===== src/sct_pkg.sv =====
package sct_pkg;

  localparam int SCT_OFFSET_BITS = 16;
  localparam logic [15:0] SCT_LEN_MAX = 16'hFFFF;

  // character codes
  localparam logic [7:0] CH_PLUS   = 8'h2B;
  localparam logic [7:0] CH_MINUS  = 8'h2D;
  localparam logic [7:0] CH_STAR   = 8'h2A;
  localparam logic [7:0] CH_SLASH  = 8'h2F;
  localparam logic [7:0] CH_SEMI   = 8'h3B;
  localparam logic [7:0] CH_LPAREN = 8'h28;
  localparam logic [7:0] CH_RPAREN = 8'h29;
  localparam logic [7:0] CH_LBRACE = 8'h7B;
  localparam logic [7:0] CH_RBRACE = 8'h7D;
  localparam logic [7:0] CH_EQ     = 8'h3D;
  localparam logic [7:0] CH_GT     = 8'h3E;
  localparam logic [7:0] CH_LT     = 8'h3C;
  localparam logic [7:0] CH_BANG   = 8'h21;
  localparam logic [7:0] CH_0      = 8'h30;
  localparam logic [7:0] CH_9      = 8'h39;
  localparam logic [7:0] CH_LA     = 8'h61;
  localparam logic [7:0] CH_LZ     = 8'h7A;
  localparam logic [7:0] CH_UA     = 8'h41;
  localparam logic [7:0] CH_UZ     = 8'h5A;

  // keyword mask bits
  localparam int KW_VAR_BIT = 0;
  localparam int KW_FN_BIT  = 1;
  localparam int KW_RET_BIT = 2;
  localparam logic [2:0] KW_ALL = 3'b111;

  typedef enum logic [4:0] {
    TK_VAR    = 5'd0,
    TK_FN     = 5'd1,
    TK_RETURN = 5'd2,
    TK_ADD    = 5'd3,
    TK_SUB    = 5'd4,
    TK_MUL    = 5'd5,
    TK_DIV    = 5'd6,
    TK_SEMI   = 5'd7,
    TK_LPAREN = 5'd8,
    TK_RPAREN = 5'd9,
    TK_LBRACE = 5'd10,
    TK_RBRACE = 5'd11,
    TK_ASSIGN = 5'd12,
    TK_EQ     = 5'd13,
    TK_NOT    = 5'd14,
    TK_NEQ    = 5'd15,
    TK_GT     = 5'd16,
    TK_GTE    = 5'd17,
    TK_LT     = 5'd18,
    TK_LTE    = 5'd19,
    TK_INT    = 5'd20,
    TK_IDENT  = 5'd21
  } tok_kind_t;

  typedef enum logic [2:0] {
    CLS_NONE   = 3'd0,
    CLS_INT    = 3'd1,
    CLS_WORD   = 3'd2,
    CLS_ASSIGN = 3'd3,
    CLS_GT     = 3'd4,
    CLS_LT     = 3'd5,
    CLS_NOT    = 3'd6
  } pend_class_t;

  typedef struct packed {
    tok_kind_t   kind;
    logic [15:0] start;
    logic [15:0] len;
    logic        last;
  } sct_token_t;

  typedef struct packed {
    logic [1:0] count;
    sct_token_t tok1;
    sct_token_t tok0;
  } sct_result_t;

  function automatic logic is_digit(input logic [7:0] c);
    return (c >= CH_0) && (c <= CH_9);
  endfunction

  function automatic logic is_alpha(input logic [7:0] c);
    return ((c >= CH_LA) && (c <= CH_LZ)) || ((c >= CH_UA) && (c <= CH_UZ));
  endfunction

  function automatic logic [15:0] sat_inc(input logic [15:0] v);
    return (v == SCT_LEN_MAX) ? v : v + 16'd1;
  endfunction

  // narrow the keyword mask with character c at run index k
  function automatic logic [2:0] kw_step(input logic [7:0] c, input logic [15:0] k,
                                         input logic [2:0] m);
    logic [2:0] r;
    r = m;
    if (!((k == 16'd0 && c == "v") || (k == 16'd1 && c == "a") ||
          (k == 16'd2 && c == "r")))
      r[KW_VAR_BIT] = 1'b0;
    if (!((k == 16'd0 && c == "f") || (k == 16'd1 && c == "n")))
      r[KW_FN_BIT] = 1'b0;
    if (!((k == 16'd0 && c == "r") || (k == 16'd1 && c == "e") ||
          (k == 16'd2 && c == "t") || (k == 16'd3 && c == "u") ||
          (k == 16'd4 && c == "r") || (k == 16'd5 && c == "n")))
      r[KW_RET_BIT] = 1'b0;
    return r;
  endfunction

  function automatic logic flush_valid(input pend_class_t cls);
    logic v;
    case (cls)
      CLS_INT, CLS_WORD, CLS_ASSIGN, CLS_GT, CLS_LT, CLS_NOT: v = 1'b1;
      default: v = 1'b0;
    endcase
    return v;
  endfunction

  function automatic tok_kind_t flush_kind(input pend_class_t cls, input logic [15:0] len,
                                           input logic [2:0] kw);
    tok_kind_t k;
    case (cls)
      CLS_INT: k = TK_INT;
      CLS_WORD: begin
        if (kw[KW_VAR_BIT] && len == 16'd3) k = TK_VAR;
        else if (kw[KW_FN_BIT] && len == 16'd2) k = TK_FN;
        else if (kw[KW_RET_BIT] && len == 16'd6) k = TK_RETURN;
        else k = TK_IDENT;
      end
      CLS_ASSIGN: k = TK_ASSIGN;
      CLS_GT: k = TK_GT;
      CLS_LT: k = TK_LT;
      CLS_NOT: k = TK_NOT;
      default: k = TK_IDENT;
    endcase
    return k;
  endfunction

  function automatic tok_kind_t pair_kind(input pend_class_t cls);
    tok_kind_t k;
    case (cls)
      CLS_ASSIGN: k = TK_EQ;
      CLS_GT: k = TK_GTE;
      CLS_LT: k = TK_LTE;
      default: k = TK_NEQ;
    endcase
    return k;
  endfunction

endpackage


===== src/sct_lex.sv =====
module sct_lex import sct_pkg::*; #(
  parameter int OFFSET_BITS = SCT_OFFSET_BITS
) (
  input  logic        clk,
  input  logic        rst,
  input  logic        accept,
  input  logic [7:0]  next_char,
  input  logic        end_of_source,
  output sct_result_t result
);

  logic [OFFSET_BITS-1:0] pos, pos_next;
  pend_class_t            cls, cls_next;
  logic [OFFSET_BITS-1:0] pstart, pstart_next;
  logic [15:0]            plen, plen_next;
  logic [2:0]             kw, kw_next;

  pend_class_t            m_cls;
  logic [OFFSET_BITS-1:0] m_start;
  logic [15:0]            m_len;
  logic [2:0]             m_kw;
  sct_token_t             ca, cb, cc;
  logic                   ca_v, cb_v, cc_v;
  logic                   dig, alp;

  always_comb begin
    dig = is_digit(next_char);
    alp = is_alpha(next_char);
    m_cls = cls;
    m_start = pstart;
    m_len = plen;
    m_kw = kw;
    ca = '{kind: TK_IDENT, start: 16'(pstart), len: plen, last: 1'b0};
    cb = '{kind: TK_ADD, start: 16'(pos), len: 16'd1, last: 1'b0};
    ca_v = 1'b0;
    cb_v = 1'b0;

    if ((cls == CLS_ASSIGN || cls == CLS_GT || cls == CLS_LT || cls == CLS_NOT) &&
        next_char == CH_EQ) begin
      // two-character operator
      ca_v = 1'b1;
      ca.kind = pair_kind(cls);
      ca.len = 16'd2;
      m_cls = CLS_NONE;
      m_len = 16'd0;
    end else if (cls == CLS_INT && dig) begin
      m_len = sat_inc(plen);
    end else if (cls == CLS_WORD && (alp || dig)) begin
      m_kw = kw_step(next_char, plen, kw);
      m_len = sat_inc(plen);
    end else begin
      // flush pending token, then treat the character afresh
      ca_v = flush_valid(cls);
      ca.kind = flush_kind(cls, plen, kw);
      m_cls = CLS_NONE;
      m_len = 16'd0;
      m_kw = KW_ALL;
      case (next_char)
        CH_PLUS:   begin cb_v = 1'b1; cb.kind = TK_ADD;    end
        CH_MINUS:  begin cb_v = 1'b1; cb.kind = TK_SUB;    end
        CH_STAR:   begin cb_v = 1'b1; cb.kind = TK_MUL;    end
        CH_SLASH:  begin cb_v = 1'b1; cb.kind = TK_DIV;    end
        CH_SEMI:   begin cb_v = 1'b1; cb.kind = TK_SEMI;   end
        CH_LPAREN: begin cb_v = 1'b1; cb.kind = TK_LPAREN; end
        CH_RPAREN: begin cb_v = 1'b1; cb.kind = TK_RPAREN; end
        CH_LBRACE: begin cb_v = 1'b1; cb.kind = TK_LBRACE; end
        CH_RBRACE: begin cb_v = 1'b1; cb.kind = TK_RBRACE; end
        CH_EQ:   begin m_cls = CLS_ASSIGN; m_start = pos; m_len = 16'd1; end
        CH_GT:   begin m_cls = CLS_GT;     m_start = pos; m_len = 16'd1; end
        CH_LT:   begin m_cls = CLS_LT;     m_start = pos; m_len = 16'd1; end
        CH_BANG: begin m_cls = CLS_NOT;    m_start = pos; m_len = 16'd1; end
        default: begin
          if (dig) begin
            m_cls = CLS_INT;
            m_start = pos;
            m_len = 16'd1;
          end else if (alp) begin
            m_cls = CLS_WORD;
            m_start = pos;
            m_len = 16'd1;
            m_kw = kw_step(next_char, 16'd0, KW_ALL);
          end
        end
      endcase
    end

    // end of source flushes whatever is left
    cc = '{kind: flush_kind(m_cls, m_len, m_kw), start: 16'(m_start), len: m_len,
           last: 1'b0};
    cc_v = end_of_source && flush_valid(m_cls);

    if (end_of_source) begin
      pos_next = '0;
      pstart_next = '0;
      cls_next = CLS_NONE;
      plen_next = 16'd0;
      kw_next = KW_ALL;
    end else begin
      pos_next = pos + {{(OFFSET_BITS-1){1'b0}}, 1'b1};
      pstart_next = m_start;
      cls_next = m_cls;
      plen_next = m_len;
      kw_next = m_kw;
    end

    // pack into at most two results, flushed token first
    result.tok0 = cc;
    result.tok1 = cc;
    result.count = 2'd0;
    if (ca_v) begin
      result.tok0 = ca;
      result.tok1 = cb_v ? cb : cc;
      result.count = (cb_v || cc_v) ? 2'd2 : 2'd1;
    end else if (cb_v) begin
      result.tok0 = cb;
      result.count = cc_v ? 2'd2 : 2'd1;
    end else if (cc_v) begin
      result.count = 2'd1;
    end
    result.tok0.last = (result.count == 2'd1);
    result.tok1.last = 1'b1;
    if (!accept) result.count = 2'd0;
  end

  always_ff @(posedge clk) begin
    if (rst) begin
      pos <= '0;
      cls <= CLS_NONE;
      pstart <= '0;
      plen <= 16'd0;
      kw <= KW_ALL;
    end else if (accept) begin
      pos <= pos_next;
      cls <= cls_next;
      pstart <= pstart_next;
      plen <= plen_next;
      kw <= kw_next;
    end
  end

endmodule


===== src/source_char_tokenizer.sv =====
// channel   | direction | tdata                                | tuser      | tlast
// s_axis    | in        | [7:0] next_char                      | -          | end_of_source
// m_axis    | out       | [15:0] token_start, [31:16] token_len | token_kind | last_in_run
//
// one source byte is taken per cycle while s_axis_tready is high; the tokenizer step
// is a single combinational pass from the lexer state registers into a four-entry
// result queue; a byte yields zero, one or two tokens; the queue drains one token
// per cycle while m_axis_tready is high, and input stalls only when the queue holds
// more than two tokens (s_axis_tready comes straight from the queue count)
// synchronous active-high reset clears the lexer state and empties the queue
module source_char_tokenizer import sct_pkg::*; #(
  parameter int OFFSET_BITS = SCT_OFFSET_BITS
) (
  input  logic        clk,
  input  logic        rst,
  input  logic        s_axis_tvalid,
  output logic        s_axis_tready,
  input  logic [7:0]  s_axis_tdata,   // [7:0] next_char
  input  logic        s_axis_tlast,   // end_of_source
  output logic        m_axis_tvalid,
  input  logic        m_axis_tready,
  output logic [31:0] m_axis_tdata,   // [15:0] token_start, [31:16] token_length
  output logic [4:0]  m_axis_tuser,   // [4:0] token_kind
  output logic        m_axis_tlast    // last_in_run
);

  localparam int QDEPTH = 4;
  localparam int QPTR   = $clog2(QDEPTH);

  logic        in_xfer, out_xfer;
  sct_result_t res;

  // result queue
  sct_token_t      q [QDEPTH];
  logic [QPTR-1:0] wr_ptr, rd_ptr;
  logic [QPTR:0]   count, count_next;
  sct_token_t      head;

  // room for two more tokens before a byte is taken
  assign s_axis_tready = (count <= (QPTR+1)'(QDEPTH - 2));
  assign in_xfer       = s_axis_tvalid && s_axis_tready;
  assign out_xfer      = m_axis_tvalid && m_axis_tready;

  sct_lex #(.OFFSET_BITS(OFFSET_BITS)) u_lex (
    .clk           (clk),
    .rst           (rst),
    .accept        (in_xfer),
    .next_char     (s_axis_tdata),
    .end_of_source (s_axis_tlast),
    .result        (res)
  );

  always_comb begin
    count_next = count + (QPTR+1)'(res.count) - (QPTR+1)'(out_xfer);
  end

  always_ff @(posedge clk) begin
    if (rst) begin
      wr_ptr <= '0;
      rd_ptr <= '0;
      count  <= '0;
    end else begin
      wr_ptr <= wr_ptr + QPTR'(res.count);
      if (out_xfer) rd_ptr <= rd_ptr + QPTR'(1);
      count <= count_next;
    end
  end

  // token storage, up to two writes per transfer
  always_ff @(posedge clk) begin
    if (res.count != 2'd0) q[wr_ptr] <= res.tok0;
    if (res.count == 2'd2) q[wr_ptr + QPTR'(1)] <= res.tok1;
  end

  assign head          = q[rd_ptr];
  assign m_axis_tvalid = (count != '0);
  assign m_axis_tdata  = {head.len, head.start};
  assign m_axis_tuser  = head.kind;
  assign m_axis_tlast  = head.last;

endmodule

===== config.mk =====
export PLATFORM = sky130hd
export DESIGN_NAME = source_char_tokenizer
export DESIGN_NICKNAME = d
export VERILOG_FILES = /design/src/sct_pkg.sv /design/src/sct_lex.sv /design/src/source_char_tokenizer.sv
export SDC_FILE = /design/constraint.sdc
export NUM_CORES = 1
export LEC_CHECK = 0
export BUFFER_PORTS_ARGS = -buffer_cell sky130_fd_sc_hd__buf_2
export CAP_MARGIN = 20
export CORE_UTILIZATION = 60
export DETAILED_ROUTE_END_ITERATION = 6
export PLACE_DENSITY = 0.78
export REMOVE_ABC_BUFFERS = 1
export SYNTH_ARGS = -nofsm -noshare
export SYNTH_HDL_FRONTEND = slang
export SYNTH_HIERARCHICAL = 1
export SYNTH_SLANG_ARGS = --single-unit

===== constraint.sdc =====
create_clock -name clk -period 18.5 [get_ports clk]
set_input_delay 0.925 -clock clk [delete_from_list [all_inputs] [get_ports clk]]
set_output_delay 0.925 -clock clk [all_outputs]
set_load 0.01 [all_outputs]

* Word level (Yosys, flattened, before mapping)
Memory sizes are Yosys's and may differ from the RTL's. A register that Yosys moved wholly into a read port is not among the register bits.
Index checks and enable logic that the tools add are counted.
** Operators by class
- Add/sub/neg operators :: 7
- $lt $le $gt $ge :: 7
- Eq/ne operators :: 45
- Muxes and demuxes :: 77
- Reductions and logical operators :: 48
** Operators by type and width (number)
- two-way mux 16 bit :: 14
- two-way mux 38 bit :: 3
- == test 8 x 6 -> 1 bit, second input constant :: 11
- == test 8 x 7 -> 1 bit, second input constant :: 10
- == test 16 x 2 -> 1 bit, second input constant :: 4
- == test 16 x 3 -> 1 bit, second input constant :: 4
- one-hot mux 16 bit (2 select lines) :: 2
- two-way mux 5 bit :: 12
- one-hot mux 5 bit (6 select lines) :: 2
- two-way mux 3 bit :: 12
- adder 16 x 1 -> 16 bit, second input constant :: 2
- one-hot mux 4 bit (8 select lines) :: 1
- logical AND 1 bit :: 26
- two-way mux 1 bit :: 21
- == test 3 bit, second input constant :: 6
- == test 16 x 1 -> 1 bit, second input constant :: 1
- == test 16 bit, second input constant :: 1
- >= comparator 8 x 7 -> 1 bit, second input constant :: 2
- less-or-equal comparator 8 x 7 -> 1 bit, second input constant :: 2
- logical NOT 16 bit :: 1
- two-way mux 2 bit :: 8
- one-hot mux 3 bit (5 select lines) :: 1
- one-hot mux 5 bit (3 select lines) :: 1
- logical OR 1 bit :: 14
- other kinds (17) :: 23
** Storage, ports and cells
- Bits in registers :: 61
- RAM bits :: 152
- Bits of input ports :: 13
- Output and inout port bits :: 40
- Word-level logic and storage cells :: 193
- Memories :: 1
** Memories
- q :: words 4, bits a word 38, rd ports 1, clocked after memory_dff 1, write ports 2, line source_char_tokenizer.sv:34 : sct_token_t q [QDEPTH];

* Longest topological paths before layout
Gate-level depths: netlist of the first run.
- Depth after elaboration :: 20
- Gate-level depth with buffers :: 18

* Hierarchy
The synthesis of the first run kept the hierarchy.
** By module, submodules not included
- source_char_tokenizer :: times used 1, cells an instance 417, area an instance 7937.6 um2, sequential area each 4744.6 um2
- sct_lex :: times used 1, cells an instance 617, area an instance 4708.3 um2, sequential area each 1081.0 um2

* Worst setup path before layout of the first run
OpenSTA, ideal clock, no wires.
- Path type :: in2reg
- From :: input s_axis_tdata[6]
- To :: memory q[0][0] in the netlist's numbering, enable pin
- Arrival time :: 6.074 ns
- Setup slack :: 11.940 ns
- Stages :: 12
- Cells stage by stage :: buf_6 -> nand4bb_1 -> a2111oi_4 -> a211oi_1 -> a31oi_4 -> nand2_1 -> nand2_1 -> ha_1 -> nand2_1 -> a21boi_0 -> o21bai_1 -> o21ai_0
** RTL lines
- start: declaration :: line source_char_tokenizer.sv:18 : input logic [7:0] s_axis_tdata,
- end: declaration :: line source_char_tokenizer.sv:34

==> impl_metrics.env, run 1 <==
export IMPL_cts_sinks=215
export IMPL_drcViolationCount=0
export IMPL_leakagePower_nw=5.091
export IMPL_fmax_mhz=195.4
export IMPL_cp_startpoint="s_axis_tdata[0]"
export IMPL_ys_async_sr_fraction_pct=0
export IMPL_reg2reg_to="q[0][21]"
export IMPL_critPathKind="input pin to flip-flop"
export IMPL_worst_path_max_fanout=28
export IMPL_grt_overflow_total=0
export IMPL_finalPower_mw=1.211
export IMPL_min_path_cells=2
export IMPL_setup_tns_final_ns=0
export IMPL_multi_input_area_sq_um=6391
export IMPL_yosysWarnings=6
export IMPL_fin_crit_sh_pct=27.66
export IMPL_fill_cells=1516
export IMPL_diodes=0
export IMPL_syn_cell_area_sq_um=12650
export IMPL_grt_pass1_vias=8854
export IMPL_hold_violations=0
export IMPL_grt_first_pass_wirelength_microns=48360
export IMPL_arrival_ns=5.27
export IMPL_fin_ws_ns=13.38
export IMPL_worstHoldPathType="flip-flop to flip-flop"
export IMPL_syn2layout_area_growth_pct=8.667
export IMPL_cts_resized=0
export IMPL_worstPathRequired_ns=18.65
export IMPL_drt_total_wl_microns=30210
export IMPL_syn_inst=1034
export IMPL_place_congestion=0.8937
export IMPL_cts_root_buf="clkbuf_16"
export IMPL_ys_seq_elements=215
export IMPL_drt_iter0_drc=888
export IMPL_htreeDepth=1
export IMPL_vdd_drop_max_mv=0.1300
export IMPL_via_per_inst=6.581
export IMPL_dieArea_sq_um=21660
export IMPL_p_per_area_nw_per_um2=88.13
export IMPL_finalSetupViolCount=0
export IMPL_final_cell_mix="152 x edfxtp_1, 131 x mux2_2, 96 x nor2_1"
export IMPL_cts_tree="done"
export IMPL_reg2reg_setup_slack_ns=13.44
export IMPL_numCtsBuffers=23
export IMPL_synth_edf_count=152
export IMPL_finish_utilization_pct=67.26
export IMPL_cpPeakStageDelay_ns=0.88
export IMPL_coreArea_sq_um=20430
export IMPL_period_needed_ns=5.117
export IMPL_seqCellArea_sq_um=5828
export IMPL_hold_buffers=0
export IMPL_rsz0062_at_grt="false"
export IMPL_outcome="completed"
export IMPL_clockBufferDepth=3
export IMPL_fin_skew_ns=0.01480
export IMPL_synth_area_per_cell_sq_um=12.23
export IMPL_slew_viol_final=0
export IMPL_post_cts_buffers=0
export IMPL_wire_per_inst_microns=22.54
export IMPL_fin_nets=1079
export IMPL_cap_viol_max_count=0
export IMPL_dieHeight_microns=147.2
export IMPL_clkTransAtPathRegs_ns=0.06
export IMPL_crit_chain="buf_2 > a21o_1 > a32oi_1 > and2_4 > or2_2 > nor2_1 > o21ai_0 > a21oi_1 > nand4b_1 > o21ai_4 > buf_4"
export IMPL_clkLatencyLatePin_ns=0.52
export IMPL_dp_slack_ns=12.96
export IMPL_final_common_cell="edfxtp_1"
export IMPL_fp_row_count=52
export IMPL_relSlewSlack_pct=33.46
export IMPL_crit_path_end_kind="flip-flop"
export IMPL_cp_start_kind="input pin"
export IMPL_postRouteAntennaNets=0
export IMPL_start_util_pct=61.90
export IMPL_via_count=8819
export IMPL_drive_gt1_share_pct=31.59
export IMPL_synth_top_flop_cell="edfxtp_1"
export IMPL_synth_seq_area_share_pct=46.07
export IMPL_placed_area_sq_um=13000
export IMPL_firstDrtPassIters=6
export IMPL_antenna_found_initial=0
export IMPL_endpoint="q[0][21]"
export IMPL_reg2reg_depth=10
export IMPL_r2r_start="u_lex/cls[0]"
export IMPL_tightest_slew_ns=0.9921
export IMPL_postLayoutCellArea_sq_um=13740
export IMPL_fp_dieW_microns=147.2
export IMPL_ios=53
export IMPL_critPathSlowestCell="nand4b_1"
export IMPL_grt_use_total_pct=28.50
export IMPL_hpwl_microns=19020
export IMPL_port_buffers=52
export IMPL_synthDistinctLibCells=92
export IMPL_grt_max_degree=47
## layer usage
metal	vias to the layer above	GRT usage (%)	wire length [microns]
li1	3987	-	-
met1	4423	38.41	12660
met5	-	0	0
met2	349	48.54	14830
met4	0	7.680	699
met3	60	3.727	2013
## power by group
part	internal (mW)	switching, mW
registers	0.530	0.0123
logic	0.108	0.123
clock network	0.252	0.186
total	0.890	0.321
## flip-flops by register name, summed over array words and instances (netlist names), named ones only
register      cells
rd_ptr            2
wr_ptr            2
q               152
u_lex/pos        16
u_lex/kw          3
u_lex/pstart     16
u_lex/plen       16
count             3
u_lex/cls         3
## area by class of cell
class | count | share of cell area, %
clock buffers | 32 | 4.580
clock inverters | 9 | 0.5554
inverters | 19 | 0.5190
multi-input cells | 726 | 46.51
flip-flops and latches | 215 | 42.41
well taps | 270 | 2.458
repair buffers | 69 | 2.968
## worst max-delay path: cells and delay by family
family | cells | cell delay (ns)
simple gates | 4 | 2.05
compound gates | 5 | 1.52
buf+inv | 2 | 0.74
## how the worst min path moves through the flow
stage / start / to
global route: u_lex/pstart[13] / u_lex/pstart[13]
global placement: u_lex/pstart[9] / u_lex/pstart[9]
floorplan: u_lex/pstart[0] / u_lex/pstart[0]
CTS: u_lex/pstart[3] / u_lex/pstart[3]
detailed placement: u_lex/pstart[3] / u_lex/pstart[3]
finish: u_lex/pstart[6] / u_lex/pstart[6]
## synthesized netlist by cell type (19+ instances only)
library cell,number,area share (%)
dfxtp_1,63,10
buf_2,31,1.2
o21ai_0,23,0.91
inv_1,19,0.56
nand3_1,21,0.83
a21oi_1,31,1.2
mux2_4,29,3.4
nor2_1,98,2.9
nand2_1,45,1.3
edfxtp_1,152,36
mux2_2,131,12
mux4_2,38,6.8
mux2_1,29,2.6
clkbuf_1,24,0.71
nor2b_1,25,1.2
a21o_1,20,1.2
## metrics by stage
step	instances	hold WS, ns
after global routing	1340	0.5564
after floorplan	960	0.4797
after global placement	1297	0.4925
final	1340	0.5271
after CTS	1338	0.5259
after detailed placement	1297	0.5094
## cells by family after synthesis
family	Yosys count	synth area share (%)
flops	215	46.07
buf+inv	93	3.760
fa+ha+maj	12	1.247
xor+xnor	25	1.959
other cells	1	0.02965
compound gates	171	10.06
simple gates	283	11.86
mux	234	25.01
No activity file was read; power rests on OpenSTA's default activity.
==> run 2: changes to the inputs <==
CORE_UTILIZATION = 57   (was 60)
PLACE_DENSITY = 0.77   (was 0.78)
clock period = 4.3 ns   (was 18.5 ns; I/O delays follow)
==> run 2 against run 1 <==
  * Cell area up 2.0%
  * Flip-flop and latch count unchanged
  * Sequential share of layout area down 0.85 points
  * Register-to-register slack worse by 13 ns
  * Routed wire length down 1.3%
  * Via count down 1.1%
  * Utilization down 2.8 points
  * Non-clock buffer count up 22
  * Final cell count up 2.5%
  * Power rose to 4.3 times the previous value
  * Highest routed layer unchanged
  * Clock power rose to 4.4 times the previous value
==> impl_metrics.env, run 2 (same netlist as run 1, synthesis figures left out) <==
export IMPL_outcome="completed"
export IMPL_fmax_mhz=247.0
export IMPL_setup_tns_final_ns=0
export IMPL_tightest_slew_ns=0.9250
export IMPL_finalSetupViolCount=0
export IMPL_hold_path_startpoint="m_axis_tready"
export IMPL_cpPeakStageDelay_ns=0.61
export IMPL_drt_iter0_drc=660
export IMPL_postRouteAntennaNets=0
export IMPL_cts_tree="done"
export IMPL_worstHoldPathType="input pin to flip-flop"
export IMPL_fill_cells=1670
export IMPL_finalPower_mw=5.264
export IMPL_start_util_pct=58.13
export IMPL_coreArea_sq_um=21760
export IMPL_hpwl_microns=19170
export IMPL_grt_use_total_pct=26.60
export IMPL_vdd_drop_max_mv=0.3005
export IMPL_postLayoutCellArea_sq_um=14020
export IMPL_worst_path_buf_inv=3
export IMPL_wire_per_inst_microns=21.71
export IMPL_placed_area_sq_um=13220
export IMPL_finish_utilization_pct=64.45
export IMPL_final_common_cell="edfxtp_1"
export IMPL_place_congestion=0.9173
export IMPL_fp_dieW_microns=151.0
export IMPL_cts_sinks=215
export IMPL_final_cell_mix="152 x edfxtp_1, 131 x mux2_2, 96 x nor2_1"
export IMPL_p_per_area_nw_per_um2=375.4
export IMPL_period_needed_ns=4.049
export IMPL_dieHeight_microns=151.0
export IMPL_reg2reg_to="q[2][28]"
export IMPL_critPathSlowestCell="dfxtp_1"
export IMPL_slew_viol_final=0
export IMPL_leakagePower_nw=5.229
export IMPL_grt_pass1_vias=8644
export IMPL_critPathKind="flip-flop to flip-flop"
export IMPL_numCtsBuffers=23
export IMPL_htreeDepth=1
export IMPL_instances_no_fill=1373
export IMPL_drt_total_wl_microns=29810
export IMPL_diodes=0
export IMPL_worstPathRequired_ns=4.50
export IMPL_clockBufferDepth=3
export IMPL_hold_buffers=0
export IMPL_fp_row_count=54
export IMPL_dp_cells=1325
export IMPL_hold_violations=0
export IMPL_antenna_found_initial=0
export IMPL_reg2reg_setup_slack_ns=0.25
export IMPL_fin_crit_sh_pct=94.15
export IMPL_multi_input_area_sq_um=6391
export IMPL_firstDrtPassIters=5
export IMPL_grt_first_pass_wirelength_microns=46780
export IMPL_drcViolationCount=0
export IMPL_worst_path_max_fanout=39
export IMPL_clkLatencyLatePin_ns=0.52
export IMPL_reg2reg_depth=14
export IMPL_dieArea_sq_um=22790
export IMPL_fin_skew_ns=0.01217
export IMPL_cpLargestDelayFamily="compound AO/OA/AOI/OAI gates"
export IMPL_syn2layout_area_growth_pct=10.88
export IMPL_crit_path_frequent_cell="nand2_1"
export IMPL_grt_overflow_total=0
export IMPL_clkTransAtPathRegs_ns=0.06
export IMPL_drive_gt1_share_pct=32.94
export IMPL_seqCellArea_sq_um=5828
export IMPL_arrival_ns=4.25
export IMPL_regMostFlops="q"
export IMPL_rsz0062_at_grt="false"
export IMPL_cap_viol_max_count=0
export IMPL_largest_reg_flops=152
export IMPL_ios=53
export IMPL_crit_path_end_kind="flip-flop"
export IMPL_via_count=8726
export IMPL_r2r_start="u_lex/cls[0]"
export IMPL_via_per_inst=6.355
export IMPL_cp_start_kind="flip-flop"
export IMPL_crit_chain="nand3b_1 > a2111oi_4 > a211oi_1 > a31oi_4 > nand2_1 > nand2_1 > ha_1 > nand2_1 > a21boi_0 > buf_4 > and4bb_2 > buf_12 > o21bai_4 > buf_12"
export IMPL_min_path_cells=3
export IMPL_cts_root_buf="clkbuf_16"
export IMPL_port_buffers=52
export IMPL_cts_resized=0
export IMPL_grt_max_degree=46
export IMPL_fin_nets=1101
export IMPL_relSlewSlack_pct=37.96
[run 2: cell type report]
type	count	share of cell area, %
clock inverter	7	0.4818
sequential	215	41.56
tap	280	2.498
clock buffer	35	4.711
timing repair buffer	91	4.658
multi-input combinational	726	45.58
inverter	19	0.5086
[run 2: report_power, final]
part | leakage (nW) | total (mW) | internal [mW] | switching, mW
Combinational | 2.95 | 0.983 | 0.482 | 0.501
Clock | 0.352 | 1.92 | 1.12 | 0.799
Sequential | 1.93 | 2.36 | 2.28 | 0.0803
Total | 5.23 | 5.26 | 3.88 | 1.38
[run 2: routing by layer]
metal / wire length [microns] / GRT usage, %
met1: 13140 / 36.03
met2: 14620 / 45.39
met3: 1349 / 2.470
met4: 701 / 7.650
met5: 0 / 0
[run 2: worst max-delay path by stage]
stage,start,endpoint,slack (ns),cells past startpoint
final,u_lex/cls[0],q[2][28],0.25,14
after CTS,u_lex/cls[0],q[0][11],0.16,13
after global routing,u_lex/cls[0],q[2][28],0.06,14
after floorplan,u_lex/cls[1],q[0][0],-1.88,11
after global placement,u_lex/cls[0],q[0][15],0.25,13
after detailed placement,u_lex/cls[0],q[0][16],0.19,13
[run 2: metrics by stage]
| stage | hold WS [ns] | worst slack [ns] |
|---|---|---|
| 2_1_floorplan | 0.2817 | -1.883 |
| 3_3_place_gp | 0.4917 | 0.2548 |
| 3_5_place_dp | 0.5047 | 0.1936 |
| 4_1_cts | 0.09504 | 0.1575 |
| 5_1_grt | 0.1157 | 0.06018 |
| 6_report | 0.1055 | 0.2515 |
[run 2: worst register-to-register path, stage by stage (launching register included)]
cell and delay (ns):
dfxtp_1 0.61, nand3b_1 0.20, a2111oi_4 0.52, a211oi_1 0.16, a31oi_4 0.32, nand2_1 0.10
nand2_1 0.12, ha_1 0.23, nand2_1 0.07, a21boi_0 0.14, buf_4 0.20, and4bb_2 0.33
buf_12 0.28, o21bai_4 0.21, buf_12 0.23
[run 2: what timing repair did]
action	CTS	global route
endpoints found under the hold margin	0	0
buffers inserted	0	5
endpoints found under the setup margin	0	24
==> run 3: changes to the inputs <==
==> constraint.sdc (replaced) <==
create_clock -name clk -period 4.3 [get_ports clk]
set_input_delay 0.215 -clock clk [delete_from_list [all_inputs] [get_ports clk]]
set_output_delay 0.215 -clock clk [all_outputs]
set_load 0.1 [all_outputs]
==> run 3 against run 2 <==
  * The run now ends with design-rule violations left
  * Fmax rose by 2.2%
  * Critical path depth shrank 1
  * First-iteration DRC count fell by 3.0%
  * Highest routed layer unchanged
==> impl_metrics.env, run 3 (same netlist as run 1, synthesis figures left out) <==
export IMPL_outcome="finished with violations"
export IMPL_violations="design-rule violations"
export IMPL_coreArea_sq_um=21760
export IMPL_clkPwrFrac_pct=32.6
export IMPL_final_cell_mix="152 x edfxtp_1, 131 x mux2_2, 96 x nor2_1"
export IMPL_p_sw_mw=2.287
export IMPL_drive_gt1_share_pct=33.39
export IMPL_cts_tree="done"
export IMPL_syn2layout_area_growth_pct=11.34
export IMPL_largest_reg_flops=152
export IMPL_pwr_share_seq_pct=37.6
export IMPL_clockBufferDepth=3
export IMPL_cap_viol_max_count=0
export IMPL_drt_iter0_drc=640
export IMPL_drcViolationCount=1
export IMPL_finalSetupViolCount=0
export IMPL_dieArea_sq_um=22790
export IMPL_relSlewSlack_pct=32.69
export IMPL_p_per_area_nw_per_um2=446.0
export IMPL_dp_slack_ns=0.2370
export IMPL_period_needed_ns=3.962
export IMPL_grt_pass1_vias=8508
export IMPL_vdd_drop_max_mv=0.4016
export IMPL_hpwl_microns=19040
export IMPL_place_congestion=0.9437
export IMPL_cts_root_buf="clkbuf_16"
export IMPL_grt_max_degree=39
export IMPL_hold_ws_ns=0.1134
export IMPL_internal_power_mw=3.993
export IMPL_critPathKind="flip-flop to flip-flop"
export IMPL_start_util_pct=58.13
export IMPL_worstPathRequired_ns=4.55
export IMPL_diodes=0
export IMPL_crit_chain="nand3b_1 > a2111oi_4 > a211oi_1 > a31oi_4 > nand2_1 > nand2_1 > ha_1 > nand2_1 > a21boi_0 > buf_4 > nand4b_1 > buf_12 > mux2_1"
export IMPL_cpLargestDelayFamily="compound AO/OA/AOI/OAI gates"
export IMPL_via_per_inst=6.299
export IMPL_clkLatencyLatePin_ns=0.52
export IMPL_grt_overflow_total=0
export IMPL_ios=53
export IMPL_hold_buffers=0
export IMPL_grt_use_total_pct=26.04
export IMPL_met1_usage_pct=35.98
export IMPL_fin_nets=1100
export IMPL_fp_row_count=54
export IMPL_worst_path_max_fanout=27
export IMPL_cpPeakStageDelay_ns=0.61
export IMPL_p_comb_share_pct=29.8
export IMPL_finalPower_mw=6.279
export IMPL_final_common_cell="edfxtp_1"
export IMPL_busiest_layer="met2"
export IMPL_use_met3_pct=3.012
export IMPL_dieHeight_microns=151.0
export IMPL_crit_path_frequent_cell="nand2_1"
export IMPL_slew_viol_final=0
export IMPL_regMostFlops="q"
export IMPL_clkTransAtPathRegs_ns=0.06
export IMPL_postRouteAntennaNets=0
export IMPL_grt_first_pass_wirelength_microns=46150
export IMPL_critPathSlowestCell="dfxtp_1"
export IMPL_worst_path_buf_inv=2
export IMPL_crit_path_end_kind="flip-flop"
export IMPL_antenna_found_initial=0
export IMPL_p_sw_share_pct=36.42
export IMPL_wire_per_inst_microns=21.06
export IMPL_htreeDepth=1
export IMPL_leakagePower_nw=5.264
export IMPL_numCtsBuffers=24
export IMPL_fin_ws_ns=0.3376
export IMPL_cts_sinks=215
export IMPL_port_buffers=52
export IMPL_rsz0062_at_grt="false"
export IMPL_arrival_ns=4.21
export IMPL_worstHoldPathType="input pin to flip-flop"
export IMPL_fin_skew_ns=0.01497
export IMPL_cts_resized=0
export IMPL_grt_met2_usage_pct=44.27
export IMPL_fmax_mhz=252.4
export IMPL_via_count=8648
export IMPL_fin_crit_sh_pct=92.15
export IMPL_tightest_slew_ns=1.004
export IMPL_firstDrtPassIters=7
export IMPL_fp_dieW_microns=151.0
export IMPL_drt_total_wl_microns=28920
export IMPL_cp_start_kind="flip-flop"
export IMPL_hold_violations=0
==> run 3: through the flow <==
step	TNS [ns]	cell area (sq um)	cells	utilization, %
after global placement	0	13210	1323	60.71
after CTS	0	14010	1367	64.40
after global routing	0	14080	1373	64.72
after floorplan	-455.75	12240	960	-
final	0	14080	1373	64.72
after detailed placement	0	13210	1323	60.71
==> run 3: repair_timing <==
action                                  in CTS  in global routing
endpoints found under the setup margin       0                 54
hold endpoints to repair                     0                  0
buffers inserted                             0                  5
==> run 3: cell type report <==
type / count / area, sq um
Timing Repair Buffer: 89 / 638.1
Clock buffer: 31 / 678.2
Fill cell: 1629 / 7676
Clock inverter: 13 / 122.6
Sequential cell: 215 / 5828
Tap cell: 280 / 350.3
Multi-Input combinational cell: 726 / 6391
Inverter: 19 / 71.32
==> run 3: power groups by stage <==
| stage | Clock (mW) | Combinational [mW] | Sequential [mW] |
|---|---|---|---|
| after floorplan | 0 | 1.51 | 2.43 |
| after global placement | 0 | 1.84 | 2.42 |
| after detailed placement | 0 | 1.85 | 2.42 |
| after CTS | 2.07 | 1.86 | 2.38 |
| after global routing | 2.15 | 1.95 | 2.37 |
| final | 2.05 | 1.87 | 2.36 |
==> run 3: worst reg2reg max path, stage by stage, from the launching register on <==
cell and delay (ns):
dfxtp_1 0.61, nand3b_1 0.20, a2111oi_4 0.55, a211oi_1 0.17, a31oi_4 0.32, nand2_1 0.09, nand2_1 0.12, ha_1 0.18
nand2_1 0.07, a21boi_0 0.28, buf_4 0.23, nand4b_1 0.25, buf_12 0.26, mux2_1 0.38
==> run 3: layer usage <==
metal,part of all wire [%],vias to the layer above
met1,45,4346
met3,4.7,32
li1,-,4028
met4,1.3,0
met2,49,242
met5,0,-
==> run 3: path summary, 6_finish.rpt <==
kind / startpoint / end / slack, ns / cells after the start
setup / recovery: u_lex/cls[1] / q[0][32] / 0.34 / 13
hold / removal: m_axis_tready / flip-flop / 0.11 / 3
setup reg to reg: u_lex/cls[1] / q[0][32] / 0.34 / 13
hold reg to reg: u_lex/pstart[6] / u_lex/pstart[6] / 0.52 / 2
